**config.mk**
```make
export PLATFORM = sky130hd
export DESIGN_NAME = categorical_sampler_top_flat
export DESIGN_NICKNAME = d
export VERILOG_FILES = /design/src/cs_pkg.sv /design/src/cs_if.sv /design/src/categorical_sampler_top.sv /design/src/cs_regs.sv /design/src/cs_dp.sv /design/src/cs_ctrl.sv /design/src/flat_wrapper.sv
export SDC_FILE = /design/constraint.sdc
export NUM_CORES = 2
export LEC_CHECK = 0
export BUFFER_PORTS_ARGS = -buffer_cell sky130_fd_sc_hd__buf_2
export CAP_MARGIN = 5
export CORE_MARGIN = 2
export CORE_UTILIZATION = 24
export DETAILED_ROUTE_END_ITERATION = 6
export HOLD_SLACK_MARGIN = 0.12
export PLACE_DENSITY = 0.4
export SYNTH_ARGS = -nofsm -noshare
export SYNTH_HDL_FRONTEND = slang
export SYNTH_SLANG_ARGS = --single-unit
export TNS_END_PERCENT = 1
```
**constraint.sdc**
```tcl
create_clock -name clk -period 20.2 [get_ports clk]
set_input_delay 4.04 -clock clk [delete_from_list [all_inputs] [get_ports clk]]
set_output_delay 4.04 -clock clk [all_outputs]
set_load 0.02 [all_outputs]
```
**src/cs_pkg.sv**
```systemverilog
// Shared types and constants of the categorical sampler.
// No dependencies; used by every other file of the block but the assertion macro header.
`timescale 1ns / 1ps
`default_nettype none

package cs_pkg;

	localparam int CMD_W         = 2;
	localparam int CLASS_W       = 6;
	localparam int WEIGHT_W      = 16;
	localparam int PREFIX_W      = 17;
	localparam int COUNT_W       = 32;
	localparam int NUM_CLASSES_W = 7;
	localparam int DATA_W        = 32;
	localparam int ADDR_W        = 3;
	localparam int REG_IDX_W     = ADDR_W - 2;

	localparam logic [PREFIX_W-1:0]      PREFIX_ONE      = 17'h10000;
	localparam logic [COUNT_W-1:0]       COUNT_MAX       = '1;
	localparam logic [NUM_CLASSES_W-1:0] NUM_CLASSES_RST = 7'd64;

	typedef enum logic [CMD_W-1:0] {
		CMD_LOAD  = 2'd0,
		CMD_DRAW  = 2'd1,
		CMD_CLEAR = 2'd2
	} cmd_t;

	typedef enum logic [REG_IDX_W-1:0] {
		REG_NUM_CLASSES = 1'b0
	} reg_idx_t;

	// Controller to datapath
	typedef struct packed {
		logic capture;
		logic scan_start;
		logic scan;
		logic pick;
		logic load_wr;
		logic clr_start;
		logic clr_step;
		logic cnt_wr;
		logic push;
	} dp_cmd_t;

	// Datapath to controller
	typedef struct packed {
		logic [CMD_W-1:0] op;
		logic             load_ok;
		logic             hit;
		logic             clr_done;
	} dp_status_t;

endpackage

`default_nettype wire

```
**src/cs_if.sv**
```systemverilog
// Request and response channel interfaces of the categorical sampler.
// Depends on cs_pkg for field widths.
`timescale 1ns / 1ps
`default_nettype none

interface cs_req_if
	import cs_pkg::*;
();
	logic                valid;
	logic                ready;
	logic [CMD_W-1:0]    cmd;
	logic [CLASS_W-1:0]  class_index;
	logic [WEIGHT_W-1:0] weight;
	logic [WEIGHT_W-1:0] uniform;

	modport source (output valid, cmd, class_index, weight, uniform, input ready);
	modport sink (input valid, cmd, class_index, weight, uniform, output ready);
endinterface

interface cs_rsp_if
	import cs_pkg::*;
();
	logic               valid;
	logic               ready;
	logic [CLASS_W-1:0] chosen_class;
	logic [COUNT_W-1:0] class_count;

	modport source (output valid, chosen_class, class_count, input ready);
	modport sink (input valid, chosen_class, class_count, output ready);
endinterface

`default_nettype wire

```
**src/categorical_sampler_top.sv**
```systemverilog
// Categorical sampler: a load passes decode, a prefix read and a prefix write,
// a clear decode and a sweep of the hit-count memory, cmd 3 decode only. A draw
// scans from class 0 up to the chosen class, the last active one at the latest:
// the prefix table's read port is swept one entry per cycle. One item is in
// work at a time; the result register lets the next item be accepted while a
// result waits. After reset the hit-count memory is swept to zero with req.ready low.
`timescale 1ns / 1ps
`default_nettype none

module categorical_sampler_top
	import cs_pkg::*;
#(
	parameter int MAX_CLASSES = 64
) (
	input  wire logic              clk,
	input  wire logic              arst_n,
	input  wire logic              psel,
	input  wire logic              penable,
	input  wire logic              pwrite,
	input  wire logic [ADDR_W-1:0] paddr,
	input  wire logic [DATA_W-1:0] pwdata,
	output logic      [DATA_W-1:0] prdata,
	output logic                   pready,
	cs_req_if.sink                 req,
	cs_rsp_if.source               rsp
);

	logic [NUM_CLASSES_W-1:0] num_classes;
	dp_cmd_t                  dp_cmd;
	dp_status_t               dp_status;

	cs_regs u_regs (
		.clk         (clk),
		.arst_n      (arst_n),
		.psel        (psel),
		.penable     (penable),
		.pwrite      (pwrite),
		.paddr       (paddr),
		.pwdata      (pwdata),
		.prdata      (prdata),
		.pready      (pready),
		.num_classes (num_classes)
	);

	cs_ctrl u_ctrl (
		.clk       (clk),
		.arst_n    (arst_n),
		.req_valid (req.valid),
		.req_ready (req.ready),
		.rsp_valid (rsp.valid),
		.rsp_ready (rsp.ready),
		.cmd       (dp_cmd),
		.status    (dp_status)
	);

	cs_dp #(
		.MAX_CLASSES (MAX_CLASSES)
	) u_dp (
		.clk            (clk),
		.arst_n         (arst_n),
		.cmd            (dp_cmd),
		.status         (dp_status),
		.num_classes    (num_classes),
		.in_cmd         (req.cmd),
		.in_class_index (req.class_index),
		.in_weight      (req.weight),
		.in_uniform     (req.uniform),
		.chosen_class   (rsp.chosen_class),
		.class_count    (rsp.class_count)
	);

endmodule

`default_nettype wire

```
**src/cs_regs.sv**
```systemverilog
// APB register file of the categorical sampler: holds num_classes.
// Depends on cs_pkg.
`timescale 1ns / 1ps
`default_nettype none

module cs_regs
	import cs_pkg::*;
(
	input  wire logic                     clk,
	input  wire logic                     arst_n,
	input  wire logic                     psel,
	input  wire logic                     penable,
	input  wire logic                     pwrite,
	input  wire logic [ADDR_W-1:0]        paddr,
	input  wire logic [DATA_W-1:0]        pwdata,
	output logic      [DATA_W-1:0]        prdata,
	output logic                          pready,
	output logic      [NUM_CLASSES_W-1:0] num_classes
);

	logic [NUM_CLASSES_W-1:0] num_classes_q;
	logic [REG_IDX_W-1:0]     reg_idx;
	logic                     wr_en;

	assign reg_idx = paddr[ADDR_W-1:2];
	assign wr_en   = psel && penable && pwrite;
	assign pready  = 1'b1;

	always_ff @(posedge clk or negedge arst_n) begin
		if (!arst_n) begin
			num_classes_q <= NUM_CLASSES_RST;
		end else if (wr_en && (reg_idx == REG_NUM_CLASSES)) begin
			num_classes_q <= pwdata[NUM_CLASSES_W-1:0];
		end
	end

	always_comb begin
		unique case (reg_idx)
			REG_NUM_CLASSES: prdata = DATA_W'(num_classes_q);
			default:         prdata = '0;
		endcase
	end

	assign num_classes = num_classes_q;

endmodule

`default_nettype wire

```
**src/cs_dp.sv**
```systemverilog
// Datapath of the categorical sampler: prefix-sum and hit-count memories,
// scan pipeline, saturating arithmetic and the result register. Depends on cs_pkg.
`timescale 1ns / 1ps
`default_nettype none

module cs_dp
	import cs_pkg::*;
#(
	parameter int MAX_CLASSES = 64
) (
	input  wire logic                     clk,
	input  wire logic                     arst_n,
	input  wire dp_cmd_t                  cmd,
	output dp_status_t                    status,
	input  wire logic [NUM_CLASSES_W-1:0] num_classes,
	input  wire logic [CMD_W-1:0]         in_cmd,
	input  wire logic [CLASS_W-1:0]       in_class_index,
	input  wire logic [WEIGHT_W-1:0]      in_weight,
	input  wire logic [WEIGHT_W-1:0]      in_uniform,
	output logic      [CLASS_W-1:0]       chosen_class,
	output logic      [COUNT_W-1:0]       class_count
);

	localparam int IDX_W = $clog2(MAX_CLASSES);
	localparam int MAXN_W = $clog2(MAX_CLASSES + 1);
	localparam int NW = (NUM_CLASSES_W > MAXN_W) ? NUM_CLASSES_W : MAXN_W;
	localparam int SUM_W = PREFIX_W + 1;
	localparam int unsigned MAX_U = MAX_CLASSES;
	localparam logic [NW-1:0] MAX_N = NW'(MAX_CLASSES);
	localparam logic [IDX_W-1:0] LAST_IDX = IDX_W'(MAX_CLASSES - 1);

	// captured item
	logic [CMD_W-1:0]    op_q;
	logic [CLASS_W-1:0]  idx_q;
	logic [WEIGHT_W-1:0] weight_q;
	logic [WEIGHT_W-1:0] uniform_q;

	logic [PREFIX_W-1:0] prefix_mem [MAX_CLASSES];
	logic [PREFIX_W-1:0] prefix_rd_q;
	logic [COUNT_W-1:0]  count_mem [MAX_CLASSES];
	logic [COUNT_W-1:0]  count_rd_q;

	logic [IDX_W-1:0]    rd_k_q;
	logic [IDX_W-1:0]    cmp_k_s1;
	logic                cmp_v_s1;
	logic [IDX_W-1:0]    last_q;
	logic [IDX_W-1:0]    pick_q;
	logic [COUNT_W-1:0]  count_q;
	logic [IDX_W-1:0]    clr_k_q;
	logic [CLASS_W-1:0]  out_class_q;
	logic [COUNT_W-1:0]  out_count_q;

	logic [NW-1:0]       nc_w;
	logic [NW-1:0]       n_eff;
	logic [IDX_W-1:0]    last_d;
	logic [IDX_W-1:0]    rd_addr;
	logic [IDX_W-1:0]    wr_addr;
	logic [PREFIX_W-1:0] prev_prefix;
	logic [SUM_W-1:0]    sum_w;
	logic [PREFIX_W-1:0] new_prefix;
	logic [COUNT_W-1:0]  count_inc;

	// Active class count: clamp to the table depth, zero counts as one.
	assign nc_w   = NW'(num_classes);
	assign n_eff  = (nc_w > MAX_N) ? MAX_N : ((nc_w == '0) ? NW'(1) : nc_w);
	assign last_d = IDX_W'(n_eff - NW'(1));

	assign wr_addr = IDX_W'(idx_q);
	assign rd_addr = cmd.scan ? rd_k_q : (IDX_W'(idx_q) - IDX_W'(1));

	assign prev_prefix = (idx_q == '0) ? '0 : prefix_rd_q;
	assign sum_w       = SUM_W'(weight_q) + SUM_W'(prev_prefix);
	assign new_prefix  = (sum_w > SUM_W'(PREFIX_ONE)) ? PREFIX_ONE : sum_w[PREFIX_W-1:0];

	assign count_inc = (count_rd_q == COUNT_MAX) ? count_rd_q : count_rd_q + COUNT_W'(1);

	always_ff @(posedge clk) begin
		if (cmd.capture) begin
			op_q      <= in_cmd;
			idx_q     <= in_class_index;
			weight_q  <= in_weight;
			uniform_q <= in_uniform;
		end
		if (cmd.scan_start) begin
			last_q <= last_d;
		end
		if (cmd.scan) begin
			cmp_k_s1 <= rd_k_q;
		end
		if (cmd.pick) begin
			pick_q <= cmp_k_s1;
		end
		if (cmd.cnt_wr) begin
			count_q <= count_inc;
		end
		if (cmd.push) begin
			out_class_q <= CLASS_W'(pick_q);
			out_count_q <= count_q;
		end
	end

	always_ff @(posedge clk) begin
		if (cmd.load_wr) begin
			prefix_mem[wr_addr] <= new_prefix;
		end
		prefix_rd_q <= prefix_mem[rd_addr];
	end

	always_ff @(posedge clk) begin
		if (cmd.clr_step) begin
			count_mem[clr_k_q] <= '0;
		end else if (cmd.cnt_wr) begin
			count_mem[pick_q] <= count_inc;
		end
		count_rd_q <= count_mem[pick_q];
	end

	always_ff @(posedge clk or negedge arst_n) begin
		if (!arst_n) begin
			rd_k_q   <= '0;
			cmp_v_s1 <= 1'b0;
			clr_k_q  <= '0;
		end else begin
			if (cmd.scan_start) begin
				rd_k_q   <= '0;
				cmp_v_s1 <= 1'b0;
			end else if (cmd.scan) begin
				rd_k_q   <= rd_k_q + IDX_W'(1);
				cmp_v_s1 <= 1'b1;
			end
			if (cmd.clr_start) begin
				clr_k_q <= '0;
			end else if (cmd.clr_step) begin
				clr_k_q <= clr_k_q + IDX_W'(1);
			end
		end
	end

	// The last active class always matches, so the scan ends there at the latest.
	assign status.hit      = cmp_v_s1 &&
		((PREFIX_W'(uniform_q) < prefix_rd_q) || (cmp_k_s1 == last_q));
	assign status.op       = op_q;
	assign status.load_ok  = (32'(idx_q) < MAX_U);
	assign status.clr_done = (clr_k_q == LAST_IDX);

	assign chosen_class = out_class_q;
	assign class_count  = out_count_q;

endmodule

`default_nettype wire

```
**src/cs_ctrl.sv**
```systemverilog
// Controller state machine of the categorical sampler: sequences load,
// draw and clear, and owns both channel handshakes. Depends on cs_pkg.
`timescale 1ns / 1ps
`default_nettype none

module cs_ctrl
	import cs_pkg::*;
(
	input  wire logic       clk,
	input  wire logic       arst_n,
	input  wire logic       req_valid,
	output logic            req_ready,
	output logic            rsp_valid,
	input  wire logic       rsp_ready,
	output dp_cmd_t         cmd,
	input  wire dp_status_t status
);

	typedef enum logic [3:0] {
		ST_CLR,
		ST_IDLE,
		ST_DECODE,
		ST_LOAD_RD,
		ST_LOAD_WR,
		ST_SCAN,
		ST_CNT_RD,
		ST_CNT_WR,
		ST_PUSH
	} state_t;

	state_t state_q;
	logic   rsp_valid_q;
	logic   rsp_free;

	assign rsp_free  = !rsp_valid_q || rsp_ready;
	assign req_ready = (state_q == ST_IDLE);
	assign rsp_valid = rsp_valid_q;

	always_ff @(posedge clk or negedge arst_n) begin
		if (!arst_n) begin
			state_q     <= ST_CLR;
			rsp_valid_q <= 1'b0;
		end else begin
			// a new beat replaces one that leaves in the same cycle
			if ((state_q == ST_PUSH) && rsp_free) begin
				rsp_valid_q <= 1'b1;
			end else if (rsp_valid_q && rsp_ready) begin
				rsp_valid_q <= 1'b0;
			end
			unique case (state_q)
				ST_CLR: begin
					if (status.clr_done) state_q <= ST_IDLE;
				end
				ST_IDLE: begin
					if (req_valid) state_q <= ST_DECODE;
				end
				ST_DECODE: begin
					case (status.op)
						CMD_LOAD:  state_q <= status.load_ok ? ST_LOAD_RD : ST_IDLE;
						CMD_DRAW:  state_q <= ST_SCAN;
						CMD_CLEAR: state_q <= ST_CLR;
						default:   state_q <= ST_IDLE;
					endcase
				end
				ST_LOAD_RD: state_q <= ST_LOAD_WR;
				ST_LOAD_WR: state_q <= ST_IDLE;
				ST_SCAN: begin
					if (status.hit) state_q <= ST_CNT_RD;
				end
				ST_CNT_RD: state_q <= ST_CNT_WR;
				ST_CNT_WR: state_q <= ST_PUSH;
				ST_PUSH: begin
					// hold until the result register is free
					if (rsp_free) state_q <= ST_IDLE;
				end
				default: state_q <= ST_IDLE;
			endcase
		end
	end

	always_comb begin
		cmd            = '0;
		cmd.capture    = (state_q == ST_IDLE) && req_valid;
		cmd.scan_start = (state_q == ST_DECODE) && (status.op == CMD_DRAW);
		cmd.clr_start  = (state_q == ST_DECODE) && (status.op == CMD_CLEAR);
		cmd.clr_step   = (state_q == ST_CLR);
		cmd.load_wr    = (state_q == ST_LOAD_WR);
		cmd.scan       = (state_q == ST_SCAN);
		cmd.pick       = (state_q == ST_SCAN) && status.hit;
		cmd.cnt_wr     = (state_q == ST_CNT_WR);
		cmd.push       = (state_q == ST_PUSH) && rsp_free;
	end

endmodule

`default_nettype wire

```
**src/flat_wrapper.sv**
```systemverilog
// flat-port wrapper written by rule: the top's interface ports become plain ports
module categorical_sampler_top_flat import cs_pkg::*;
#(
	parameter int MAX_CLASSES = 64
)
  (clk, arst_n, psel, penable, pwrite, paddr, pwdata, prdata, pready, req_valid, req_cmd, req_class_index, req_weight, req_uniform, req_ready, rsp_valid, rsp_chosen_class, rsp_class_count, rsp_ready);
  cs_req_if req_i ();
  cs_rsp_if rsp_i ();
  input  wire logic clk;
  input  wire logic arst_n;
  input  wire logic psel;
  input  wire logic penable;
  input  wire logic pwrite;
  input  wire logic [ADDR_W-1:0] paddr;
  input  wire logic [DATA_W-1:0] pwdata;
  output logic      [DATA_W-1:0] prdata;
  output logic pready;
  input wire logic [$bits(req_i.valid)-1:0] req_valid;
  input wire logic [$bits(req_i.cmd)-1:0] req_cmd;
  input wire logic [$bits(req_i.class_index)-1:0] req_class_index;
  input wire logic [$bits(req_i.weight)-1:0] req_weight;
  input wire logic [$bits(req_i.uniform)-1:0] req_uniform;
  output wire logic [$bits(req_i.ready)-1:0] req_ready;
  output wire logic [$bits(rsp_i.valid)-1:0] rsp_valid;
  output wire logic [$bits(rsp_i.chosen_class)-1:0] rsp_chosen_class;
  output wire logic [$bits(rsp_i.class_count)-1:0] rsp_class_count;
  input wire logic [$bits(rsp_i.ready)-1:0] rsp_ready;
  assign req_i.valid = req_valid;
  assign req_i.cmd = req_cmd;
  assign req_i.class_index = req_class_index;
  assign req_i.weight = req_weight;
  assign req_i.uniform = req_uniform;
  assign req_ready = req_i.ready;
  assign rsp_valid = rsp_i.valid;
  assign rsp_chosen_class = rsp_i.chosen_class;
  assign rsp_class_count = rsp_i.class_count;
  assign rsp_i.ready = rsp_ready;
  categorical_sampler_top #(.MAX_CLASSES(MAX_CLASSES)) u_core (.clk(clk), .arst_n(arst_n), .psel(psel), .penable(penable), .pwrite(pwrite), .paddr(paddr), .pwdata(pwdata), .prdata(prdata), .pready(pready), .req(req_i), .rsp(rsp_i));
endmodule
```
==> impl_metrics.env <==
export IMPL_cp_arrival_ns=4.50
export IMPL_p_int_mw=14.2
export IMPL_drv_slew=0
export IMPL_p_per_area_nw_per_um2=137
export IMPL_status="completed"
export IMPL_drt_iter0_markers=4911
export IMPL_die_y_um=736
export IMPL_grt_pass1_vias=63500
export IMPL_dpl_cell_area_um2=139000
export IMPL_start_kind="input pin"
export IMPL_slowest_stage="buf_2"
export IMPL_cts_root_buf="clkbuf_16"
export IMPL_cts_setup_buffers=0
export IMPL_dp_hpwl_um=198000
export IMPL_core_area_um2=533000
export IMPL_max_freq_ghz=0.117
export IMPL_ctsHoldBuffers=0
export IMPL_min_period_ns=8.54
export IMPL_drcViolationCount=0
export IMPL_finalWirelength_um=360000
export IMPL_slew_headroom_pct=16.8
export IMPL_p_sw_mw=6.44
export IMPL_synth_top_cells_by_area="edfxtp_1, mux4_2, nand2_1, dfxtp_1, nor2_1"
export IMPL_grtUsageTotal_pct=12.9
export IMPL_required_ns=16.16
export IMPL_die_area_um2=542000
export IMPL_yosys_warnings=0
export IMPL_vias=60600
export IMPL_cp_max_fo=8
export IMPL_yosysUniqueCellTypes=72
export IMPL_finClkSkew_ns=0.0883
export IMPL_path_cells="buf_2 -> nor2b_1 -> buf_2"
export IMPL_cts_buffer_depth=4
export IMPL_portBuffers=101
export IMPL_crit_top_cell="buf_2"
export IMPL_numCtsBuffers=373
export IMPL_final_hold_viol_count=0
export IMPL_seq_power_share_pct=42.7
export IMPL_synthesis_area_um2=129000
export IMPL_synth_most_common_cell="edfxtp_1"
export IMPL_nNetsFinal=6414
export IMPL_utilization_pct=28.3
export IMPL_via_per_inst=4.40
export IMPL_period_share_pct=42.3
export IMPL_max_slew_worst_pin_slew_ns=1.25
export IMPL_p_clk_share_pct=31.7
export IMPL_synth_top_cell_area_share_pct=76.2
export IMPL_ant_nets=0
export IMPL_syn_inst=5900
export IMPL_first_pass_iters=7
export IMPL_synth_seq_cells=3338
export IMPL_worst_hold_slack_ns=0.428
export IMPL_io_pins=155
export IMPL_synth_edff_count=3264
export IMPL_cap_violations=0
export IMPL_clkLatencyLatePin_ns=0.98
export IMPL_htreeDepth=5
export IMPL_syn_to_final_growth_pct=17.4
export IMPL_netlist_top_cells_count="edfxtp_1, mux4_2, nand2_1, nor2_1, clkbuf_1"
export IMPL_path_clk_slew_ns=0.06
export IMPL_initial_utilization_pct=24.1
export IMPL_avgSynthCellArea_um2=21.8
export IMPL_critPathTopFamily="buffers and inverters"
export IMPL_wl_per_cell_um=26.1
export IMPL_swShare_pct=31.1
export IMPL_p_leak_nw=46.8
export IMPL_critPathKind="input pin to primary output"
export IMPL_gp_congestion=0.757
export IMPL_synth_top_cell_by_area="edfxtp_1"
export IMPL_hold_path_class="flip-flop to flip-flop"
export IMPL_dieWidth_um=736
export IMPL_antenna_found_initial=35
export IMPL_grt_max_degree=132
export IMPL_drive_gt1_share_pct=28.4
export IMPL_cts_resized=0
export IMPL_fin_setup_tns_ns=0
export IMPL_setup_viol=0
export IMPL_stdcell_area_um2=151000
export IMPL_placementRows=268
export IMPL_seq_area_frac_synth_pct=77.4
export IMPL_cts_sinks=3338
export IMPL_critPathMaxStageDelay_ns=0.18
export IMPL_ys_flop_type="edfxtp_1"
export IMPL_irDropWorstVdd_mv=0.170
export IMPL_cp_end_kind="primary output"
export IMPL_power_mw=20.7
export IMPL_rsz0062_at_grt="false"
export IMPL_grt_pass1_wl_um=502000
export IMPL_p_comb_share_pct=25.5
export IMPL_grt_overflow=0
export IMPL_cts_tree="done"
export IMPL_async_reset_ff_share_pct=0.749
export IMPL_path_buf_inv=2
[final timing paths]
kind	from	slack [ns]	cells after the start	end
worst max-delay path	paddr[2]	11.66	3	prdata[5]
worst min-delay path	u_core.u_dp.count_q[12]	0.43	0	u_core.u_dp.class_count[12]
worst max register to register	u_core.u_dp.idx_q[0]	13.83	16	u_core.u_dp.prefix_mem[39][1]
worst min register to register	u_core.u_dp.count_q[12]	0.43	0	u_core.u_dp.class_count[12]
max in group asynchronous	arst_n	16.39	1	u_core.u_dp.clr_k_q[5]
min in group asynchronous	arst_n	3.21	1	u_core.u_regs.num_classes[1]
[cell families after synthesis]
logic type | after synthesis | synth area share, %
DFF | 3338 | 77.4
muxes | 930 | 15.8
and+or+nand+nor | 895 | 3.24
buffers and inverters | 361 | 1.22
AOI/OAI and AO/OA | 277 | 1.55
xor gates and xnor gates | 60 | 0.408
adders and majority gates | 37 | 0.366
other | 2 | 0.00584
[placed cells by master, fill, tap and decap left out, drive strengths merged, types with 27 or more instances in the layout]
| master | netlist | layout |
|---|---|---|
| nor2 | 178 | 178 |
| diode | 0 | 33 |
| xnor2 | 32 | 32 |
| xor2 | 28 | 28 |
| mux4 | 877 | 877 |
| a21oi | 72 | 72 |
| bufinv | 0 | 27 |
| mux2i | 42 | 42 |
| buf | 169 | 317 |
| clkinv | 2 | 156 |
| edfxtp | 3264 | 3264 |
| a32oi | 32 | 32 |
| nand3 | 110 | 110 |
| dfxtp | 49 | 49 |
| nand2 | 334 | 334 |
| ha | 36 | 36 |
| nor3 | 70 | 70 |
| and2 | 58 | 58 |
| o21ai | 35 | 35 |
| clkbuf | 152 | 478 |
| inv | 38 | 46 |
| nor2b | 36 | 36 |
| a22o | 33 | 33 |
[layer usage]
layer | up-vias | part of all wire [%] | GRT usage, %
met5 | - | 0.0019 | 0
met1 | 33400 | 45 | 17.8
met3 | 459 | 4.6 | 2.13
met2 | 1281 | 48 | 21.5
met4 | 2 | 2.2 | 2.91
li1 | 25500 | - | -
[worst reg2reg max path, delay by kind of cell (launching register included)]
family,cells,cell delay [ns]
flip-flops,1,0.64
adder cells (fa/ha/maj),3,0.93
XOR/XNOR,1,0.36
AND/OR/NAND/NOR,4,1.28
AO/OA/AOI/OAI,5,1.46
buffers and inverters,3,1.26
[final cells by class]
| cell class | instances | area (µm²) |
|---|---|---|
| fillers | 52400 | 382000 |
| flip-flops and latches | 3338 | 99600 |
| multi-input cells | 2225 | 28400 |
| clock buffers | 478 | 9900 |
| well taps | 7155 | 8950 |
| repair buffers | 317 | 2250 |
| clock inverters | 196 | 1790 |
| inverters | 40 | 150 |
| diodes | 33 | 82.6 |
[power by group through the flow]
stage               Combinational [mW]  Sequential, mW  Clock, mW
global placement                  5.35            8.98          0
finish                            5.28            8.84       6.57
detailed placement                5.43            8.99          0
CTS                               5.44            8.84       6.76
global route                      5.68            8.86       7.01
floorplan                         3.13            8.93          0
[stage by stage]
step | std cells | setup slack, ns
floorplan | 5924 | 11.82
detailed placement | 13100 | 11.66
CTS | 13700 | 11.66
finish | 13800 | 11.66
global route | 13800 | 11.65
global placement | 13100 | 11.69
[registers in the layout (all words and copies together) (netlist names), 2 cells and up]
name,flops
u_core.u_dp.count_rd_q,32
u_core.u_dp.weight_q,16
u_core.u_dp.clr_k_q,6
u_core.u_dp.op_q,2
u_core.u_dp.pick_q,6
u_core.u_dp.uniform_q,16
u_core.u_dp.chosen_class,6
u_core.u_ctrl.state_q,4
u_core.u_dp.class_count,32
u_core.u_regs.num_classes,7
u_core.u_dp.prefix_mem,1088
u_core.u_dp.count_mem,2048
u_core.u_dp.rd_k_q,6
u_core.u_dp.idx_q,6
u_core.u_dp.last_q,6
u_core.u_dp.count_q,32
u_core.u_dp.cmp_k_s1,6
u_core.u_dp.prefix_rd_q,17
(Power assumes the default switching activity.)
